==> src/hdl/gprw_pkg.sv <==
`default_nettype none

package gprw_pkg;

  localparam int MUL_W     = 12;
  localparam int MUL_CNT_W = $clog2(MUL_W);
  localparam int STORE_AW  = 14;
  localparam int STORE_DW  = 8;

  localparam int MAX_GLYPH_ROWS  = 32;
  localparam int MAX_GLYPH_WIDTH = 16;

endpackage

`default_nettype wire

==> src/hdl/gprw_serial_mul.sv <==
`default_nettype none

module gprw_serial_mul import gprw_pkg::*; (
  input  wire logic               clk_i,
  input  wire logic               rst_ni,
  input  wire logic               start_i,
  input  wire logic [MUL_W-1:0]   a_i,
  input  wire logic [MUL_W-1:0]   b_i,
  output logic                    done_o,
  output logic [2*MUL_W-1:0]      prod_o
);

  // Shift-and-add multiplier: one multiplier bit is retired per cycle, so the
  // adder is only as wide as the multiplicand.
  logic                 busy_q, busy_d;
  logic                 done_q, done_d;
  logic [MUL_CNT_W-1:0] cnt_q, cnt_d;
  logic [MUL_W-1:0]     a_q, a_d;
  logic [MUL_W-1:0]     hi_q, hi_d;
  logic [MUL_W-1:0]     lo_q, lo_d;
  logic [MUL_W:0]       sum;

  assign sum = {1'b0, hi_q} + (lo_q[0] ? {1'b0, a_q} : '0);

  always_comb begin
    busy_d = busy_q;
    done_d = 1'b0;
    cnt_d  = cnt_q;
    a_d    = a_q;
    hi_d   = hi_q;
    lo_d   = lo_q;
    if (start_i) begin
      busy_d = 1'b1;
      cnt_d  = '0;
      a_d    = a_i;
      hi_d   = '0;
      lo_d   = b_i;
    end else if (busy_q) begin
      hi_d  = sum[MUL_W:1];
      lo_d  = {sum[0], lo_q[MUL_W-1:1]};
      cnt_d = cnt_q + MUL_CNT_W'(1);
      if (cnt_q == MUL_CNT_W'(MUL_W - 1)) begin
        busy_d = 1'b0;
        done_d = 1'b1;
      end
    end
  end

  always_ff @(posedge clk_i or negedge rst_ni) begin
    if (!rst_ni) begin
      busy_q <= 1'b0;
      done_q <= 1'b0;
      cnt_q  <= '0;
    end else begin
      busy_q <= busy_d;
      done_q <= done_d;
      cnt_q  <= cnt_d;
    end
  end

  always_ff @(posedge clk_i) begin
    a_q  <= a_d;
    hi_q <= hi_d;
    lo_q <= lo_d;
  end

  assign done_o = done_q;
  assign prod_o = {hi_q, lo_q};

endmodule

`default_nettype wire

==> config.mk <==
export PLATFORM = sky130hd
export DESIGN_NAME = gprw_serial_mul
export DESIGN_NICKNAME = d
export VERILOG_FILES = /design/src/hdl/gprw_pkg.sv /design/src/hdl/gprw_serial_mul.sv
export SDC_FILE = /design/constraint.sdc
export NUM_CORES = 1
export LEC_CHECK = 0
export ABC_AREA = 0
export BUFFER_PORTS_ARGS = -buffer_cell sky130_fd_sc_hd__buf_2
export CAP_MARGIN = 20
export CELL_PAD_IN_SITES_DETAIL_PLACEMENT = 1
export CELL_PAD_IN_SITES_GLOBAL_PLACEMENT = 1
export CORE_ASPECT_RATIO = 0.8
export CORE_MARGIN = 2
export CORE_UTILIZATION = 41
export DETAILED_ROUTE_END_ITERATION = 16
export HOLD_SLACK_MARGIN = 0.03
export PLACE_DENSITY_LB_ADDON = 0.1
export SYNTH_ARGS = -nofsm -noshare
export SYNTH_HDL_FRONTEND = slang
export SYNTH_SLANG_ARGS = --single-unit
==> constraint.sdc <==
create_clock -name clk_i -period 2.74 [get_ports clk_i]
set_input_delay 0.137 -clock clk_i [delete_from_list [all_inputs] [get_ports clk_i]]
set_output_delay 0.137 -clock clk_i [all_outputs]
set_load 0.03 [all_outputs]
==> impl_metrics.env, run 1 <==
export IMPL_synthCells=185
export IMPL_synth_edf_count=24
export IMPL_grt_overflow_total=0
export IMPL_hold_depth=2
export IMPL_cts_root_buf="clkbuf_8"
export IMPL_max_freq_ghz=0.4141
export IMPL_totalWireLength_mm=5.403
export IMPL_ant_nets=0
export IMPL_tns_ns=0
export IMPL_dp_worst_setup_slack_ns=0.3341
export IMPL_nFillCells=547
export IMPL_min_to="lo_q[8]"
export IMPL_cts_resized=0
export IMPL_slowest_delay_ns=0.47
export IMPL_crit_slowest_cell="or4_1"
export IMPL_drt_first_pass_iters=4
export IMPL_powerDensity_nw_per_um2=738.0
export IMPL_final_area_um2=2701
export IMPL_hpwl_mm=4.112
export IMPL_syn_to_final_growth_pct=25.52
export IMPL_ios=52
export IMPL_ys_seq_area_share_pct=51.63
export IMPL_gp_congestion=0.8347
export IMPL_clockBufferDepth=2
export IMPL_coreArea_um2=5036
export IMPL_reg2reg_depth=7
export IMPL_rows=23
export IMPL_vias=1697
export IMPL_drv_cap=0
export IMPL_io_buffers=51
export IMPL_ys_ff_latch=42
export IMPL_wire_per_inst_um=17.21
export IMPL_regToRegStartpoint="lo_q[0]"
export IMPL_crit_type="reg -> reg"
export IMPL_fin_nets=292
export IMPL_report_final_slew_viol_count=0
export IMPL_synth_cell_types=43
export IMPL_drive_gt1_share_pct=30.16
export IMPL_start_util_pct=42.73
export IMPL_crit_fanout=3
export IMPL_finalCritPeriodShare_pct=88.13
export IMPL_tightest_slew_ns=0.6420
export IMPL_holdBufCountCts=13
export IMPL_hold_path_startpoint="b_i[8]"
export IMPL_arrival_ns=2.61
export IMPL_worstReg2RegEnd="hi_q[9]"
export IMPL_num_antenna_cells=0
export IMPL_worst_clock_skew_ns=0.003222
export IMPL_slew_headroom_pct=56.75
export IMPL_path_clk_slew_ns=0.08
export IMPL_async_reset_ff_share_pct=14.29
export IMPL_grt_pass1_wl_mm=8.790
export IMPL_insertion_delay_ns=0.30
export IMPL_cts_setup_buffers=0
export IMPL_drt_iter0_drc=46
export IMPL_die_area_um2=5848
export IMPL_crit_chain="and2_1 > ha_1 > fa_1 > a211oi_2 > nor3_1 > or4_1 > a32o_1"
export IMPL_gr_usage_all_layers_pct=19.89
export IMPL_cts_tree="yes"
export IMPL_peakVddDrop_mv=0.3434
export IMPL_numCtsBuffers=5
export IMPL_synth_flop_cell="edfxtp_1"
export IMPL_period_minus_slack_ns=2.415
export IMPL_final_common_cell="buf_2"
export IMPL_leakagePower_nw=1.172
export IMPL_grt_antenna_before_repair=0
export IMPL_outcome="complete, no violations"
export IMPL_htreeDepth=2
export IMPL_cts_sinks=42
export IMPL_syn_avg_cell_area_um2=11.63
export IMPL_hp_class="in -> reg"
export IMPL_worst_slack_ns=0.3254
export IMPL_whs_ns=0.1380
export IMPL_power_w=0.001994
export IMPL_final_cell_mix="51 x buf_2, 24 x edfxtp_1, 13 x ha_1, 13 x dlygate4sd3_1"
export IMPL_end_kind="flop"
export IMPL_setup_viol=0
export IMPL_grt_pass1_vias=1750
export IMPL_timing_hold_violations_final=0
export IMPL_drc=0
export IMPL_via_per_inst=5.404
export IMPL_syn_nets=226
export IMPL_grt_max_degree=27
export IMPL_r2r_slack_ns=0.33
export IMPL_dpl_cell_area_um2=2465
export IMPL_startpoint_type="flop"
export IMPL_cp_required_ns=2.94
export IMPL_yosys_warnings=0
export IMPL_die_h_um=68.80
export IMPL_netlist_area_um2=2152
export IMPL_rsz0062_at_grt="no"
export IMPL_die_w_um=85
[cells in the mapped netlist (2+ instances only)]
cell	n	area [um2]
o21ai_0	10	50.05
and2_1	12	75.07
clkbuf_1	4	15.01
a311oi_1	2	17.52
nand2b_1	3	18.77
a32o_1	2	20.02
a21o_1	2	15.01
mux2_2	12	135.1
o211ai_1	3	22.52
dfxtp_1	12	240.2
nor3_1	3	15.01
dfrtp_1	6	150.1
xor2_1	4	35.03
edfxtp_1	24	720.7
nand4_1	5	31.28
nand2_1	10	37.54
inv_1	3	11.26
ha_1	13	162.7
nor2_1	11	41.29
a21oi_1	8	40.04
o22ai_1	3	18.77
xnor2_1	4	35.03
a211oi_2	2	25.02
nor2b_1	3	18.77
or3_1	3	18.77
mux2i_1	3	30.03
nand3_1	2	10.01
[sequential cells by signal (all words and copies together), names as in the netlist]
signal / cells
a_q: 12
done_o: 1
hi_q: 12
cnt_q: 4
lo_q: 12
busy_q: 1
[layer usage]
layer  track usage, %  wire length, um
met1            25.68             2471
met2            33.69             2696
met3            4.524              170
met4            6.548               65
met5                0                0
[stage by stage]
stage,cells,util [%]
2_1_floorplan,185,-
3_3_place_gp,293,48.94
3_5_place_dp,293,48.94
4_1_cts,314,53.64
5_1_grt,314,53.64
6_report,314,53.64
[critical path: cells and delay by family, from the launching register on]
| family | cells | cell delay (ns) |
|---|---|---|
| AND/OR/NAND/NOR | 3 | 0.74 |
| adder cells (fa/ha/maj) | 2 | 0.66 |
| AO/OA/AOI/OAI | 2 | 0.52 |
| flip-flops | 1 | 0.39 |
[worst max path at each step]
| stage | slack [ns] | start | end |
|---|---|---|---|
| finish | 0.33 | lo_q[0] | hi_q[9] |
| global route | 0.21 | lo_q[0] | hi_q[6] |
| CTS | 0.32 | lo_q[0] | hi_q[9] |
| detailed placement | 0.33 | lo_q[0] | hi_q[9] |
| global placement | 0.38 | lo_q[0] | hi_q[9] |
| floorplan | 0.08 | lo_q[0] | hi_q[9] |
[cell families after synthesis]
logic type / Yosys count / synth area share [%]
compound gates: 40 / 12.97
flops: 42 / 51.63
simple gates: 56 / 13.84
mux: 15 / 7.674
buf+inv: 10 / 2.150
xor+xnor: 8 / 3.255
fa+ha+maj: 14 / 8.489
[power breakdown]
part	internal [W]	leakage [nW]	total, W	switching, W
registers	0.000764	0.420	0.000826	0.0000617
logic	0.000257	0.699	0.000677	0.000420
clock network	0.000273	0.0524	0.000490	0.000217
[layout make-up]
class	instances	area, um2	area share (%)
clock buffer	7	76.32	2.825
clock inverter	1	30.03	1.112
inverter	3	11.26	0.4169
multi-input combinational	133	994.7	36.82
sequential	42	1111	41.13
tap	62	77.57	2.872
timing repair buffer	66	400.4	14.82
(Power assumes the default switching activity.)
==> inputs of run 2 (changes only) <==
- ABC_AREA: 0 -> 1
- CORE_UTILIZATION: 41 -> 39
==> run 2 against run 1 <==
Compared with the run above: synthesized area is 5.9% higher; combinational power is 39% lower; total power is 20% lower; via count is 22% higher; global-route usage is 0.97 points higher; final area is 4.7% higher; cell count is 38% higher; register-to-register slack better by 0.19 ns; flip-flop and latch count stayed put; critical path type unchanged; largest cell class unchanged; highest routed layer unchanged.
==> impl_metrics.env, run 2 <==
export IMPL_outcome="complete, no violations"
export IMPL_crit_slowest_cell="edfxtp_1"
export IMPL_synth_edf_count=24
export IMPL_top_layer_used="met4"
export IMPL_rows=24
export IMPL_end_kind="flop"
export IMPL_synth_flop_cell="edfxtp_1"
export IMPL_drt_iter0_drc=65
export IMPL_synth_most_common_cell="nand2_1"
export IMPL_finalCritPeriodShare_pct=81.13
export IMPL_m1WireLength_mm=3.107
export IMPL_cp_required_ns=2.94
export IMPL_worst_clock_skew_ns=0.008778
export IMPL_wire_per_inst_um=14.09
export IMPL_crit_chain="nand2_1 > inv_1 > ha_1 > fa_1 > nand3_1 > nand3_2 > nand2_1 > a21oi_1 > o21ai_1 > inv_1"
export IMPL_largestRegisters="a_q (12), hi_q (12), lo_q (12)"
export IMPL_synth_cell_types=23
export IMPL_via_per_inst=4.767
export IMPL_synth_top_area_share_pct=31.61
export IMPL_ys_ff_latch=42
export IMPL_arrival_ns=2.42
export IMPL_leakagePower_nw=1.561
export IMPL_post_route_util_pct=50.90
export IMPL_totalWireLength_mm=6.099
export IMPL_die_w_um=89.48
export IMPL_syn_avg_cell_area_um2=7.916
export IMPL_cts_root_buf="clkbuf_8"
export IMPL_cts_tree="yes"
export IMPL_setup_viol=0
export IMPL_grt_antenna_before_repair=0
export IMPL_tns_ns=0
export IMPL_drt_first_pass_iters=4
export IMPL_syn_nets=329
export IMPL_die_h_um=72.39
export IMPL_regArea_um2=1111
export IMPL_tightest_slew_ns=0.6448
export IMPL_synthCells=288
export IMPL_powerDensity_nw_per_um2=563.6
export IMPL_multi_input_area_um2=978.4
export IMPL_yosysTopAreaCell="edfxtp_1"
export IMPL_cts_sinks=42
export IMPL_rsz0062_at_grt="no"
export IMPL_crit_type="reg -> reg"
export IMPL_nFillCells=717
export IMPL_final_common_cell="nand2_1"
export IMPL_drc=0
export IMPL_report_final_slew_viol_count=0
export IMPL_async_reset_ff_share_pct=14.29
export IMPL_clockBufferDepth=2
export IMPL_synth_area_leaders="edfxtp_1 32%, nand2_1 18%, dfxtp_1 11%"
export IMPL_start_util_pct=41.04
export IMPL_syn_to_final_growth_pct=24.04
export IMPL_timing_hold_violations_final=0
export IMPL_gp_congestion=0.7877
export IMPL_cts_resized=0
export IMPL_max_freq_ghz=0.4499
export IMPL_ant_nets=0
export IMPL_cts_setup_buffers=0
export IMPL_grt_pass1_vias=2125
export IMPL_gr_usage_all_layers_pct=20.86
export IMPL_io_buffers=51
export IMPL_crit_buf_inv=2
export IMPL_cpLargestDelayFamily="adder cells"
export IMPL_final_cell_mix="107 x nand2_1, 51 x buf_2, 41 x inv_1"
export IMPL_vias=2064
export IMPL_netlist_area_um2=2280
export IMPL_yosys_warnings=0
export IMPL_wl_met2_mm=2.678
export IMPL_path_clk_slew_ns=0.09
export IMPL_slew_headroom_pct=56.97
export IMPL_fin_nets=395
export IMPL_period_minus_slack_ns=2.223
export IMPL_die_area_um2=6477
export IMPL_startpoint_type="flop"
export IMPL_hpwl_mm=4.534
export IMPL_insertion_delay_ns=0.30
export IMPL_grt_overflow_total=0
export IMPL_peakVddDrop_mv=0.3142
export IMPL_drv_cap=0
export IMPL_numCtsBuffers=5
export IMPL_hp_class="in -> reg"
export IMPL_drive_gt1_share_pct=17.75
export IMPL_holdBufCountCts=13
export IMPL_ios=52
export IMPL_ys_seq_area_share_pct=48.74
export IMPL_grt_max_degree=25
export IMPL_num_antenna_cells=0
export IMPL_coreArea_um2=5555
export IMPL_htreeDepth=2
export IMPL_slowest_delay_ns=0.61
export IMPL_crit_fanout=13
export IMPL_grt_pass1_wl_mm=10.16
export IMPL_yosys_top_cells_count="107 x nand2_1, 41 x inv_1, 24 x edfxtp_1, 24 x nor2_1, 15 x nand3_1"
export IMPL_met3_length_um=235
[run 2: cell count changes after synthesis, moves of 5 or more]
cell / previous run / this run
mux2_2: 12 / 0
nor2_1: 11 / 24
nand2_1: 10 / 107
inv_1: 3 / 41
and2_1: 12 / 0
nand3_1: 2 / 15
a21oi_1: 8 / 13
[run 2: power breakdown]
part / total, W / leakage (nW) / switching (W) / internal [W]
logic: 0.000412 / 1.09 / 0.000267 / 0.000145
registers: 0.000779 / 0.424 / 0.0000457 / 0.000733
clock network: 0.000403 / 0.0452 / 0.000223 / 0.000180
total: 0.00159 / 1.56 / 0.000536 / 0.00106
[run 2: per-stage QoR]
step,std cells,hold slack (ns),instance area [um2],power (W),worst slack (ns)
detailed placement,412,-0.03206,2611,0.001189,0.5547
global route,433,0.1045,2828,0.001688,0.3376
finish,433,0.1061,2828,0.001594,0.5172
global placement,412,-0.03376,2611,0.001184,0.6485
floorplan,288,-0.1586,2280,0.001059,0.6139
CTS,433,0.09797,2828,0.001617,0.5465
[run 2: metal layers]
metal / GRT usage (%) / up-vias
met2: 32.76 / 48
met4: 5.638 / 0
met3: 4.323 / 7
met5: 0 / -
met1: 29.40 / 965
li1: - / 1044
[run 2: cells by family after synthesis]
group	Yosys count	share of synthesized area, %
AOI/OAI and AO/OA	27	6.367
xor gates and xnor gates	4	1.537
adders and majority gates	14	8.013
buffers and inverters	48	8.342
DFF	42	48.74
and+or+nand+nor	153	27.00
[run 2: worst paths after layout]
check / startpoint / depth (start not counted) / endpoint / slack [ns]
setup / recovery: lo_q[0] / 10 / hi_q[7] / 0.52
hold / removal: b_i[9] / 3 / lo_q[9] / 0.11
setup reg to reg: lo_q[0] / 10 / hi_q[7] / 0.52
hold reg to reg: cnt_q[3] / 1 / cnt_q[3] / 0.48
max in group asynchronous: rst_ni / 2 / cnt_q[1] / 2.41
min in group asynchronous: rst_ni / 2 / done_o / 0.19
[run 2: area by class of cell]
| cell class | instances | area share, % |
|---|---|---|
| Sequential cell | 42 | 39.29 |
| Timing Repair Buffer | 66 | 14.16 |
| Inverter | 41 | 5.442 |
| Clock inverter | 2 | 0.4867 |
| Tap cell | 78 | 3.451 |
| Clock buffer | 6 | 2.566 |
| Multi-Input combinational cell | 198 | 34.60 |
[run 2: worst min-delay path, stage by stage]
cell	delay, ns
buf_2	0.07
nand2_1	0.04
nand2_1	0.05
==> inputs of run 3 (changes only) <==
- CORE_UTILIZATION: 39 -> 35
- clock period: 2.74 -> 1.95 ns (I/O delays scaled with it)
==> run 3 against run 2 <==
Compared with the run above: cell count increased by 2.8%; sequential power increased by 41%; first-iteration DRC count increased by 18%; non-clock buffer count increased by 6; final area increased by 9.5%; critical path type unchanged.
==> impl_metrics.env, run 3 (synthesized netlist as in run 2, its figures left out) <==
export IMPL_met1_usage_pct=26.47
export IMPL_clockBufferDepth=2
export IMPL_vias=2094
export IMPL_totalWireLength_mm=6.435
export IMPL_tns_ns=0
export IMPL_crit_chain="buf_6 > nand2_2 > inv_2 > ha_4 > fa_2 > nand3_2 > nand3_4 > nand2_2 > nand2_2 > xnor2_2 > a21oi_1"
export IMPL_period_minus_slack_ns=1.876
export IMPL_start_util_pct=35.94
export IMPL_max_freq_ghz=0.5329
export IMPL_rows=26
export IMPL_timing_hold_violations_final=0
export IMPL_grt_overflow_total=0
export IMPL_hpwl_mm=4.598
export IMPL_drv_cap=0
export IMPL_ant_nets=0
export IMPL_wire_per_inst_um=14.46
export IMPL_r2r_slack_ns=0.07
export IMPL_path_clk_slew_ns=0.10
export IMPL_rsz0062_at_grt="yes"
export IMPL_worst_slack_ns=0.07357
export IMPL_regToRegStartpoint="lo_q[0]"
export IMPL_syn_to_final_growth_pct=35.84
export IMPL_crit_type="reg -> reg"
export IMPL_cts_tree="yes"
export IMPL_gr_usage_all_layers_pct=18.56
export IMPL_via_per_inst=4.706
export IMPL_peakVddDrop_mv=0.3866
export IMPL_end_kind="flop"
export IMPL_die_h_um=76.19
export IMPL_drc=0
export IMPL_drive_gt1_share_pct=26.59
export IMPL_hold_depth=3
export IMPL_cts_sinks=42
export IMPL_worst_clock_skew_ns=0.009503
export IMPL_insertion_delay_ns=0.30
export IMPL_gp_congestion=0.8289
export IMPL_grt_max_degree=23
export IMPL_die_w_um=94.23
export IMPL_tightest_slew_ns=0.6707
export IMPL_final_area_um2=3097
export IMPL_final_common_cell="nand2_1"
export IMPL_setup_viol=0
export IMPL_worstReg2RegEnd="hi_q[5]"
export IMPL_met3_usage_pct=3.956
export IMPL_largestRegisters="a_q (12), hi_q (12), lo_q (12)"
export IMPL_busiest_layer="met2"
export IMPL_power_w=0.002519
export IMPL_cp_required_ns=2.14
export IMPL_coreArea_um2=6344
export IMPL_whs_ns=0.06556
export IMPL_dp_worst_setup_slack_ns=0.04281
export IMPL_crit_fanout=3
export IMPL_finalCritPeriodShare_pct=96.23
export IMPL_hold_path_startpoint="b_i[11]"
export IMPL_grt_pass1_wl_mm=10.18
export IMPL_startpoint_type="flop"
export IMPL_drt_first_pass_iters=4
export IMPL_arrival_ns=2.07
export IMPL_slowest_delay_ns=0.44
export IMPL_cts_root_buf="clkbuf_8"
export IMPL_fin_nets=401
export IMPL_met2_usage_pct=28.29
export IMPL_hp_class="in -> reg"
export IMPL_leakagePower_nw=1.591
export IMPL_numCtsBuffers=5
export IMPL_grt_antenna_before_repair=0
export IMPL_ios=52
export IMPL_drt_iter0_drc=77
export IMPL_num_antenna_cells=0
export IMPL_nFillCells=790
export IMPL_outcome="complete, no violations"
export IMPL_grt_pass1_vias=2048
export IMPL_slew_headroom_pct=55.24
export IMPL_cp_common_cell="nand2_2"
export IMPL_final_cell_mix="101 x nand2_1, 51 x buf_2, 40 x inv_1"
export IMPL_powerDensity_nw_per_um2=813.4
export IMPL_io_buffers=51
export IMPL_htreeDepth=2
export IMPL_crit_slowest_cell="edfxtp_1"
export IMPL_report_final_slew_viol_count=0
export IMPL_dpl_cell_area_um2=2659
export IMPL_die_area_um2=7179
export IMPL_min_to="lo_q[11]"
export IMPL_reg2reg_depth=11
run 3: changes by cell type in the layout (fill, tap and decap cells not counted), moves of 3 or more:
cell     before  now
a21oi_2       1    4
nand2_2       0    6
nor2_2        0    3
nand2_1     107  101
a21oi_1      13   10
buf_4         2    7
nor2_1       24   21
ha_1         13    3
ha_4          0   10
run 3: timing repair:
item | CTS | global route
resized for setup | 0 | 26
endpoints found under the setup margin | 0 | 8
hold buffers | 13 | 0
setup buffers | 0 | 4
hold endpoints to repair | 18 | 0
run 3: critical path: cells and delay by family, from the launching register on:
kind                     cells  cell delay, ns
AND/OR/NAND/NOR              5            0.38
buffers and inverters        2            0.19
XOR/XNOR                     1            0.16
flip-flops                   1            0.44
AO/OA/AOI/OAI                1            0.08
adder cells (fa/ha/maj)      2            0.54
run 3: worst max path at each step:
stage | from | end | slack [ns] | depth (start not counted)
after floorplan | lo_q[0] | hi_q[5] | -0.02 | 11
after CTS | lo_q[0] | hi_q[9] | 0.02 | 14
after detailed placement | lo_q[0] | hi_q[9] | 0.04 | 14
after global routing | lo_q[0] | hi_q[10] | -0.03 | 14
final | lo_q[0] | hi_q[5] | 0.07 | 11
after global placement | lo_q[0] | hi_q[9] | 0.08 | 11
run 3: power breakdown:
group | switching [W] | internal, W | leakage [nW]
Sequential | 0.0000737 | 0.00103 | 0.424
Clock | 0.000340 | 0.000383 | 0.0514
Combinational | 0.000410 | 0.000282 | 1.11
run 3: metal layers:
layer | wire, um | share of wire, %
met4 | 72 | 1.1
met2 | 2937 | 46
met3 | 296 | 4.6
met5 | 0 | 0
met1 | 3129 | 49
run 3: area by class of cell:
| type | count | area [um2] | share of cell area [%] |
|---|---|---|---|
| Clock buffer | 6 | 72.57 | 2.343 |
| Clock inverter | 2 | 37.54 | 1.212 |
| Inverter | 41 | 153.9 | 4.970 |
| Multi-Input combinational cell | 198 | 1167 | 37.70 |
| Sequential cell | 42 | 1111 | 35.88 |
| Tap cell | 84 | 105.1 | 3.394 |
| Timing Repair Buffer | 72 | 449.2 | 14.51 |
run 3: through the flow:
stage / std cells / utilization (%)
CTS: 441 / 45.70
finish: 445 / 48.82
detailed placement: 420 / 41.91
global route: 445 / 48.82
global placement: 420 / 41.91
floorplan: 288 / -
